[src/rtl/texture_sampler_repeat_wrap_unit_assert.svh]
// ----------------------------------------------------------------------------
// Texture sampler assertion macros
// Shared property forms for the sampler's concurrent checks. Each expects
// signals named clock and reset in the module that uses it.
// ----------------------------------------------------------------------------
`ifndef TEXTURE_SAMPLER_REPEAT_WRAP_UNIT_ASSERT_SVH
`define TEXTURE_SAMPLER_REPEAT_WRAP_UNIT_ASSERT_SVH

// same-cycle implication
`define TSR_ASSERT_SAME(lbl, ante, cons, msg) \
   lbl: assert property (@(posedge clock) disable iff (reset) (ante) |-> (cons)) \
      else $error(msg);

// next-cycle implication
`define TSR_ASSERT_NEXT(lbl, ante, cons, msg) \
   lbl: assert property (@(posedge clock) disable iff (reset) (ante) |=> (cons)) \
      else $error(msg);

`endif

[src/rtl/tsr_fifo.sv]
// ----------------------------------------------------------------------------
// Texture sampler queue
// Small register queue with push/full and pop/empty sides.
// ----------------------------------------------------------------------------
`default_nettype none

module tsr_fifo #(
   parameter int WIDTH = 8,
   parameter int DEPTH = 4
) (
   input  logic             clock,
   input  logic             reset,
   input  logic             push,
   input  logic [WIDTH-1:0] wdata,
   output logic             full,
   input  logic             pop,
   output logic [WIDTH-1:0] rdata,
   output logic             empty
);

   localparam int PW = $clog2(DEPTH);
   localparam int CW = $clog2(DEPTH + 1);

   logic [WIDTH-1:0] store_ff [DEPTH];
   logic [PW-1:0]    wr_ptr_ff, wr_ptr_in;
   logic [PW-1:0]    rd_ptr_ff, rd_ptr_in;
   logic [CW-1:0]    count_ff, count_in;
   logic             do_push, do_pop;

   assign full    = (count_ff == CW'(DEPTH));
   assign empty   = (count_ff == '0);
   assign do_push = push && !full;
   assign do_pop  = pop && !empty;
   assign rdata   = store_ff[rd_ptr_ff];

   always_comb begin
      wr_ptr_in = wr_ptr_ff;
      rd_ptr_in = rd_ptr_ff;
      if (do_push) begin
         wr_ptr_in = (wr_ptr_ff == PW'(DEPTH - 1)) ? '0 : wr_ptr_ff + 1'b1;
      end
      if (do_pop) begin
         rd_ptr_in = (rd_ptr_ff == PW'(DEPTH - 1)) ? '0 : rd_ptr_ff + 1'b1;
      end
      count_in = count_ff + CW'(do_push) - CW'(do_pop);
   end

   always_ff @(posedge clock) begin
      if (reset) begin
         wr_ptr_ff <= '0;
         rd_ptr_ff <= '0;
         count_ff  <= '0;
      end else begin
         wr_ptr_ff <= wr_ptr_in;
         rd_ptr_ff <= rd_ptr_in;
         count_ff  <= count_in;
      end
   end

   always_ff @(posedge clock) begin
      if (do_push) begin
         store_ff[wr_ptr_ff] <= wdata;
      end
   end

endmodule

`default_nettype wire

[config.mk]
export PLATFORM = sky130hd
export DESIGN_NAME = tsr_fifo
export DESIGN_NICKNAME = d
export VERILOG_FILES = /design/src/rtl/texture_sampler_repeat_wrap_unit_assert.svh /design/src/rtl/tsr_fifo.sv
export SDC_FILE = /design/constraint.sdc
export NUM_CORES = 1
export LEC_CHECK = 0
export BUFFER_PORTS_ARGS = -buffer_cell sky130_fd_sc_hd__buf_2
export CAP_MARGIN = 15
export CORE_ASPECT_RATIO = 0.9
export CORE_MARGIN = 1.5
export CORE_UTILIZATION = 50
export DETAILED_ROUTE_END_ITERATION = 12
export GPL_TIMING_DRIVEN = 0
export PLACE_DENSITY = 0.69
export SETUP_SLACK_MARGIN = 0.4
export SYNTH_ARGS = -nofsm -noshare
export SYNTH_HDL_FRONTEND = slang
export SYNTH_SLANG_ARGS = --single-unit
[constraint.sdc]
create_clock -name clock -period 3.46 [get_ports clock]
set_input_delay 0.692 -clock clock [delete_from_list [all_inputs] [get_ports clock]]
set_output_delay 0.692 -clock clock [all_outputs]
set_load 0.02 [all_outputs]
-- Word-level counts from Yosys, hierarchy flattened
Memories as Yosys holds them, arrays and structs flattened. A register that Yosys moved wholly into a read port is not among the register bits.
Index checks and enable logic that the tools add are counted.
- bits in registers: 7
- memories: 1
- memory bits (writable): 32
- memories (name ; words ; width ; read ports ; clocked after Yosys merged registers in ; write ports ; line ; text):
    store_ff ; 4 ; 8 ; 1 ; 1 ; 1 ; tsr_fifo.sv:24 ; logic [WIDTH-1:0] store_ff [DEPTH];
- add/subtract/negate cells: 4
- multiplexer cells: 6
- reductions and logical operators: 5
- equal/unequal tests: 3
- operators with widths (kind ; count):
    $mux W2 ; 4
    $add A2 B1 Y2 const B ; 2
    $eq A2 B2 Y1 const B ; 2
    $add A3 B1 Y3 ; 1
    $eq A3 B3 Y1 const B ; 1
    $logic_not A3 Y1 ; 1
    $sub A3 B1 Y3 ; 1
    $logic_and A1 B1 Y1 ; 2
    $logic_not A1 Y1 ; 2
    $mux W1 ; 2

-- Longest topological paths before layout
Gate-level depths: netlist (run 1).
- depth after elaboration: 5
- mapped depth: 11

-- Least setup slack after synthesis (run 1)
No wires, ideal clock.
- path kind: register to register
- start: register count_ff[2]
- end: register count_ff[2]
- period minus slack after synthesis: 2186 ps
- required time: 3345 ps
- arrival: 2071 ps
- setup slack: 1274 ps
- setup time: 115 ps
- stages on the path, launching flop included: 12
- cells stage by stage: dfxtp_1 or3b_1 buf_6 and2_4 inv_1 ha_1 inv_1 ha_1 fa_1 xnor2_1 xnor2_1 nor2_1
- longest elaborated chain between the ends: 5
- elaborated cells between the ends (all ways): 8
- those cells by class: add/sub: 2; eq/ne: 1; reduce/logical: 5
- ends and longest elaborated chain (element ; line ; text):
    from (decl) ; tsr_fifo.sv:27 ; logic [CW-1:0] count_ff, count_in;
    from (signal assigned) ; tsr_fifo.sv:56 ; count_ff <= count_in;
    $eq A3 B3 Y1 ; tsr_fifo.sv:30 ; assign full = (count_ff == CW'(DEPTH));
    $logic_not A1 Y1 ; tsr_fifo.sv:32 ; assign do_push = push && !full;
    $logic_and A1 B1 Y1 ; tsr_fifo.sv:32 ;
    $add A3 B1 Y3 ; tsr_fifo.sv:45 ; count_in = count_ff + CW'(do_push) - CW'(do_pop);
    $sub A3 B1 Y3 * ; tsr_fifo.sv:45 ;
Every way passes the cells marked *; elsewhere a longest branch is shown, timed or not.
A chain may end at the register's enable or synchronous reset.

-- Worst setup path in the final report (run 1)
- start: register count_ff[1]
- end: register count_ff[2]
The elaborated chain is that of the path after synthesis.

==> impl_metrics.tcl, run 1 <==
set metrics [dict create \
    vias_per_cell 5.18 \
    crit_type "register to register" \
    vias_in_the_first_global_route 827 \
    final.period_utilization 0.688 \
    hold_path_class "register to register" \
    worst-path-max-fanout 5 \
    synth_area_sq_um 1640 \
    filler_cells_inserted 251 \
    netlist_cell_types 25 \
    seq_area_sq_um 1140 \
    final_layout_size_suffix_gt1_frac 0.339 \
    synth_top_cells_by_area "sky130_fd_sc_hd__edfxtp_1, sky130_fd_sc_hd__dfxtp_1, sky130_fd_sc_hd__mux4_2" \
    first_pass_grt_wire_length_mm 4.02 \
    postSynthCellCount 92 \
    wl_per_cell_microns 15.0 \
    synthDominantAreaCellType "sky130_fd_sc_hd__edfxtp_1" \
    cts.path.max_buffers 2 \
    worst_setup_hold_path_clk_slew_ns 0.11 \
    crit_path_start_kind "register" \
    crit_arrival_ns 2.62 \
    drt-initial-drc-count 37 \
    synth.yosys.warnings 0 \
    detail-route-antenna-nets 0 \
    synthesis.nets 112 \
    critical-path-slowest-cell "sky130_fd_sc_hd__o31ai_1" \
    tritoncts "yes" \
    timing.critical_path.to_type "register" \
    power.total_uw 1290 \
    clock_insertion_delay_worst_skew_ns 0.35 \
    gp_congestion 0.647 \
    cts.root.buffer_cell "sky130_fd_sc_hd__clkbuf_4" \
    setup_viol 0 \
    worstMarginPinSlew_ns 0.602 \
    fmax_mhz 420 \
    dp.final_hpwl_mm 1.64 \
    drt_first_pass_iters 6 \
    yosysTopAreaCellShare 0.587 \
    die_width_microns 63.3 \
    finalHoldViolCount 0 \
    timing.critical_path.cells "o31ai_1, inv_1, ha_1, inv_1, ha_1, fa_1, xnor2_1, xnor2_1, nor2_1" \
    hold_ws_ns 0.517 \
    critPathRequiredTime_ns 3.70 \
    grt_max_degree 14 \
    finalMaxSlewViolations 0 \
    drc_errors 0 \
    postRouteWirelength_mm 2.44 \
    die_h_microns 57.3 \
    leakage_uw 0.000717 \
    syn_area_per_cell_sq_um 17.8 \
    port_buffers 21 \
    fin_setup_tns_ns 0 \
    rows 19 \
    number_of_antenna_repair_diodes 0 \
    total_setup_buffers_inserted_after_cts 0 \
    start_util 0.530 \
    critPathBufInv 2 \
    clock_tree.htree_level_count 2 \
    number_of_buffers_added_by_the_clock_tree_synthesis_step 5 \
    outcome "finished clean" \
    post-route-min-period_ns 2.38 \
    routed-via-count 844 \
    cts-hold-fix-buffers 0 \
    overflow 0 \
    slew_headroom 0.595 \
    placeableCoreArea_sq_um 3090 \
    grtUsageTotal 0.154 \
    cts_repair_resize_count 0 \
    critical_path.max_stage_delay_ns 0.56 \
    nNetsFinal 140 \
    design.die.area_sq_um 3630 \
    clkSinkCount 41 \
    power_per_unit_of_standard_cell_area_nw_per_um2 692 \
    grt_setup_unrepaired "false" \
    synth_seq_area_share 0.697 \
    max-vdd-ir-drop_mv 0.336 \
    antenna_found_initial 0 \
    ios 22 \
    skew_ns 0.0107 \
    flow.area_growth_from_synthesis_pct 14.3 \
    max-cap-violations 0 \
    multi_input_area_sq_um 447 \
    crit_family "adder cells" \
    synth-seq-cells 41 \
]
## area by class of cell
type,instances,area share
Sequential cell,41,0.610
Multi-Input combinational cell,40,0.239
Timing Repair Buffer,21,0.0561
Tap cell,42,0.0281
Clock buffer,6,0.0221
Clock inverter,2,0.0187
Inverter,8,0.0160
Buffer,3,0.0107
## cells in the mapped netlist
master,number
sky130_fd_sc_hd__o31ai_1,1
sky130_fd_sc_hd__xnor2_1,2
sky130_fd_sc_hd__dfxtp_1,9
sky130_fd_sc_hd__nand3_1,2
sky130_fd_sc_hd__o31ai_2,1
sky130_fd_sc_hd__mux2i_1,1
sky130_fd_sc_hd__or3_1,1
sky130_fd_sc_hd__fa_1,1
sky130_fd_sc_hd__edfxtp_1,32
sky130_fd_sc_hd__a21o_1,1
sky130_fd_sc_hd__nor2b_1,2
sky130_fd_sc_hd__buf_2,1
sky130_fd_sc_hd__buf_1,1
sky130_fd_sc_hd__and3_1,3
sky130_fd_sc_hd__mux4_2,8
sky130_fd_sc_hd__nand2_1,1
sky130_fd_sc_hd__ha_1,7
sky130_fd_sc_hd__nor3_1,2
sky130_fd_sc_hd__buf_6,1
sky130_fd_sc_hd__or3b_1,1
sky130_fd_sc_hd__and2_4,1
sky130_fd_sc_hd__nor2_1,2
sky130_fd_sc_hd__a21oi_1,2
sky130_fd_sc_hd__inv_1,8
sky130_fd_sc_hd__and3_2,1
## power by group
group / leakage [uW] / switching (uW) / internal (uW) / total [uW]
clock: 0.0000422 / 145 / 152 / 297
combinational: 0.000308 / 202 / 167 / 369
sequential: 0.000367 / 29.4 / 600 / 629
## metrics by stage
stage,utilization,std cells,worst slack [ns],instance area [sq um]
after floorplan,-,92,1.27,1640
after global placement,0.581,155,1.09,1800
after detailed placement,0.581,155,1.03,1800
after CTS,0.606,163,1.06,1870
after global routing,0.606,163,0.909,1870
final,0.606,163,1.08,1870
## tightest hold or removal path, cell delays in order (launching register included)
cell,delay [ns]
sky130_fd_sc_hd__dfxtp_1,0.34
sky130_fd_sc_hd__nand2_1,0.06
sky130_fd_sc_hd__a21oi_1,0.07
## layer usage
layer | up-vias | GRT usage | part of all wire
li1 | 403 | - | -
met1 | 416 | 0.208 | 0.47
met2 | 23 | 0.230 | 0.47
met3 | 2 | 0.0572 | 0.052
met4 | 0 | 0.0652 | 0.0078
met5 | - | 0 | 0
## placed cells by master (no fill, tap or decap), drive strengths merged
| master | instances |
|---|---|
| mux2i | 1 |
| a21oi | 2 |
| nor2 | 2 |
| nor2b | 2 |
| nand2 | 1 |
| clkinv | 1 |
| nor3 | 2 |
| dfxtp | 9 |
| nand3 | 2 |
| ha | 7 |
| fa | 1 |
| or3 | 1 |
| bufinv | 1 |
| buf | 24 |
| edfxtp | 32 |
| and3 | 4 |
| inv | 8 |
| a21o | 1 |
| and2 | 1 |
| mux4 | 8 |
| or3b | 1 |
| o31ai | 2 |
| clkbuf | 6 |
| xnor2 | 2 |
## flip-flops by register name, indices dropped and copies added (netlist names), named ones only
name / count
store_ff: 32
count_ff: 3
wr_ptr_ff: 2
rd_ptr_ff: 2
## logic make-up after synthesis
logic type / after synthesis / synth area share
DFF: 41 / 0.697
and+or+nand+nor: 16 / 0.0573
buffers and inverters: 11 / 0.0306
muxes: 9 / 0.116
adders and majority gates: 8 / 0.0657
AOI/OAI and AO/OA: 5 / 0.0229
xor gates and xnor gates: 2 / 0.0107
## worst paths after layout
kind / cells past startpoint / endpoint / start / slack (ns)
min: 2 / rd_ptr_ff[0]$_SDFFE_PP0N_ / rd_ptr_ff[0]$_SDFFE_PP0N_ / 0.52
max: 9 / count_ff[2]$_SDFF_PP0_ / count_ff[1]$_SDFF_PP0_ / 1.08
min reg2reg: 2 / rd_ptr_ff[0]$_SDFFE_PP0N_ / rd_ptr_ff[0]$_SDFFE_PP0N_ / 0.52
max reg2reg: 9 / count_ff[2]$_SDFF_PP0_ / count_ff[1]$_SDFF_PP0_ / 1.08
Note: power is estimated with default switching activity, not from simulation.
==> run 2, diff against run 1 <==
- clock period: 3.46 -> 2.39 ns (I/O delays scaled with it)
==> run 2 against run 1 <==
Global-route usage increased by 0.77 points. Highest routed layer unchanged. Critical endpoint unchanged. Core utilization increased by 5.6 points. Flip-flop and latch count unchanged.
==> impl_metrics.tcl, run 2 (synthesized netlist as in run 1, its figures left out) <==
set metrics [dict create \
    outcome "finished clean" \
    drt-initial-drc-count 24 \
    antenna_found_initial 0 \
    largest_register_ff_count 32 \
    max-cap-violations 0 \
    hold_path_class "input pin to register" \
    die_width_microns 63.3 \
    vias_per_cell 5.14 \
    reg2reg_to "count_ff[2]$_SDFF_PP0_" \
    nNetsFinal 147 \
    critPathRequiredTime_ns 2.62 \
    critical-path-slowest-cell "sky130_fd_sc_hd__or3b_4" \
    timing.critical_path.cells "or3b_4, buf_6, and2_4, inv_2, ha_4, inv_2, ha_4, fa_2, xnor2_2, xnor2_1, nor2_1" \
    number_of_buffers_added_by_the_clock_tree_synthesis_step 5 \
    start_util 0.530 \
    overflow 0 \
    fin_setup_tns_ns 0 \
    postRouteWirelength_mm 2.62 \
    wl_per_cell_microns 15.4 \
    registers.top_by_ff_count "store_ff" \
    vias_in_the_first_global_route 870 \
    drt_first_pass_iters 4 \
    worst_setup_hold_path_clk_slew_ns 0.12 \
    flow.area_growth_from_synthesis_pct 24.9 \
    die_h_microns 57.3 \
    tritoncts "yes" \
    mostFrequentLayoutCells "sky130_fd_sc_hd__edfxtp_1, sky130_fd_sc_hd__buf_2, sky130_fd_sc_hd__buf_6, sky130_fd_sc_hd__mux4_2, sky130_fd_sc_hd__buf_4" \
    crit_arrival_ns 2.41 \
    p_int_uw 1410 \
    crit_family "adder cells" \
    finalMaxSlewViolations 0 \
    detail-route-antenna-nets 0 \
    power_per_unit_of_standard_cell_area_nw_per_um2 986 \
    layout.cells.most_common "sky130_fd_sc_hd__edfxtp_1" \
    crit_type "register to register" \
    leakage_uw 0.000770 \
    worstRegToRegCells 11 \
    final_layout_size_suffix_gt1_frac 0.484 \
    slew_headroom 0.703 \
    clkSinkCount 41 \
    crit_path_start_kind "register" \
    critPathBufInv 3 \
    critical_path.startpoint "count_ff[1]$_SDFF_PP0_" \
    post-place-ws_ns 0.0403 \
    placeableCoreArea_sq_um 3090 \
    grtUsageTotal 0.162 \
    total_switching_power_uw 609 \
    finalHoldViolCount 0 \
    worst-path-max-fanout 3 \
    critical_path.max_stage_delay_ns 0.39 \
    cts.root.buffer_cell "sky130_fd_sc_hd__clkbuf_4" \
    setup_viol 0 \
    final_util 0.662 \
    timing.critical_path.depth 11 \
    final.period_utilization 0.910 \
    cts-hold-fix-buffers 0 \
    port_buffers 21 \
    number_of_antenna_repair_diodes 0 \
    clock_insertion_delay_worst_skew_ns 0.34 \
    timing.critical_path.to_type "register" \
    grt_max_degree 14 \
    post-route-min-period_ns 2.17 \
    r2r_start "count_ff[1]$_SDFF_PP0_" \
    drc_errors 0 \
    filler_cells_inserted 225 \
    clock_tree.htree_level_count 2 \
    grt_setup_unrepaired "true" \
    r2r_setup_slack_ns 0.22 \
    top_regs "store_ff: 32 flops, count_ff: 3 flops" \
    max-vdd-ir-drop_mv 0.500 \
    share_seq_of_total_power 0.459 \
    p_clk_frac 0.159 \
    skew_ns 0.00711 \
    cts.path.max_buffers 2 \
    comb_power_share 0.382 \
    design.die.area_sq_um 3630 \
    ios 22 \
    netSwitchingFraction 0.302 \
    routed-via-count 873 \
    hold_ws_ns 0.348 \
    rows 19 \
    worst_setup_slack_final_ns 0.215 \
    dp.final_hpwl_mm 1.77 \
    timing.critical_path.to "count_ff[2]$_SDFF_PP0_" \
    fmax_mhz 460 \
    first_pass_grt_wire_length_mm 4.15 \
    worstMarginPinSlew_ns 0.445 \
    gp_congestion 0.711 \
]
-- run 2: cell type report --
class | instances | area, sq um | share of cell area
Buffer | 3 | 36.3 | 0.0177
Clock buffer | 6 | 41.3 | 0.0202
Clock inverter | 2 | 11.3 | 0.00550
Inverter | 8 | 30.0 | 0.0147
Multi-Input combinational cell | 40 | 505 | 0.247
Sequential cell | 41 | 1150 | 0.563
Tap cell | 42 | 52.6 | 0.0257
Timing Repair Buffer | 28 | 218 | 0.106
-- run 2: worst min path at each step --
stage | from | end | slack [ns] | cells past startpoint
global placement | rd_ptr_ff[0]$_SDFFE_PP0N_ | rd_ptr_ff[0]$_SDFFE_PP0N_ | 0.48 | 2
finish | wdata[3] | store_ff[2][3]$_DFFE_PP_ | 0.35 | 1
detailed placement | rd_ptr_ff[0]$_SDFFE_PP0N_ | register | 0.49 | 2
CTS | wdata[3] | store_ff[2][3]$_DFFE_PP_ | 0.33 | 1
floorplan | rd_ptr_ff[0]$_SDFFE_PP0N_ | register | 0.46 | 2
global route | wdata[4] | store_ff[1][4]$_DFFE_PP_ | 0.32 | 1
-- run 2: worst reg2reg max path, delay by kind of cell (launching register included) --
family	cells	cell delay, ns
buf+inv	3	0.21
simple gates	3	0.57
xor+xnor	2	0.30
flops	1	0.37
fa+ha+maj	3	0.62
-- run 2: repair_timing --
item                                    4_1_cts  5_1_grt
resized for setup                            21       16
pin swaps                                     5        0
setup buffers                                 5        2
endpoints found under the setup margin       10       11
-- run 2: power groups by stage --
stage / clock network (uW) / logic, uW / registers (uW)
global route: 360 / 838 / 936
CTS: 332 / 683 / 918
detailed placement: 0 / 565 / 932
finish: 321 / 770 / 926
global placement: 0 / 542 / 926
floorplan: 0 / 422 / 919
-- run 2: layer usage --
metal / up-vias / share of wire / GRT usage
met5: - / 0 / 0
met4: 0 / 0.012 / 0.0466
met3: 5 / 0.040 / 0.0592
met2: 19 / 0.52 / 0.275
met1: 432 / 0.43 / 0.198
li1: 417 / - / -
-- run 2: metrics by stage --
step | std cells | total power (uW) | instance area, sq um
finish | 170 | 2020 | 2050
global route | 170 | 2130 | 2050
CTS | 168 | 1930 | 1960
detailed placement | 155 | 1500 | 1810
global placement | 155 | 1470 | 1810
floorplan | 92 | 1340 | 1650
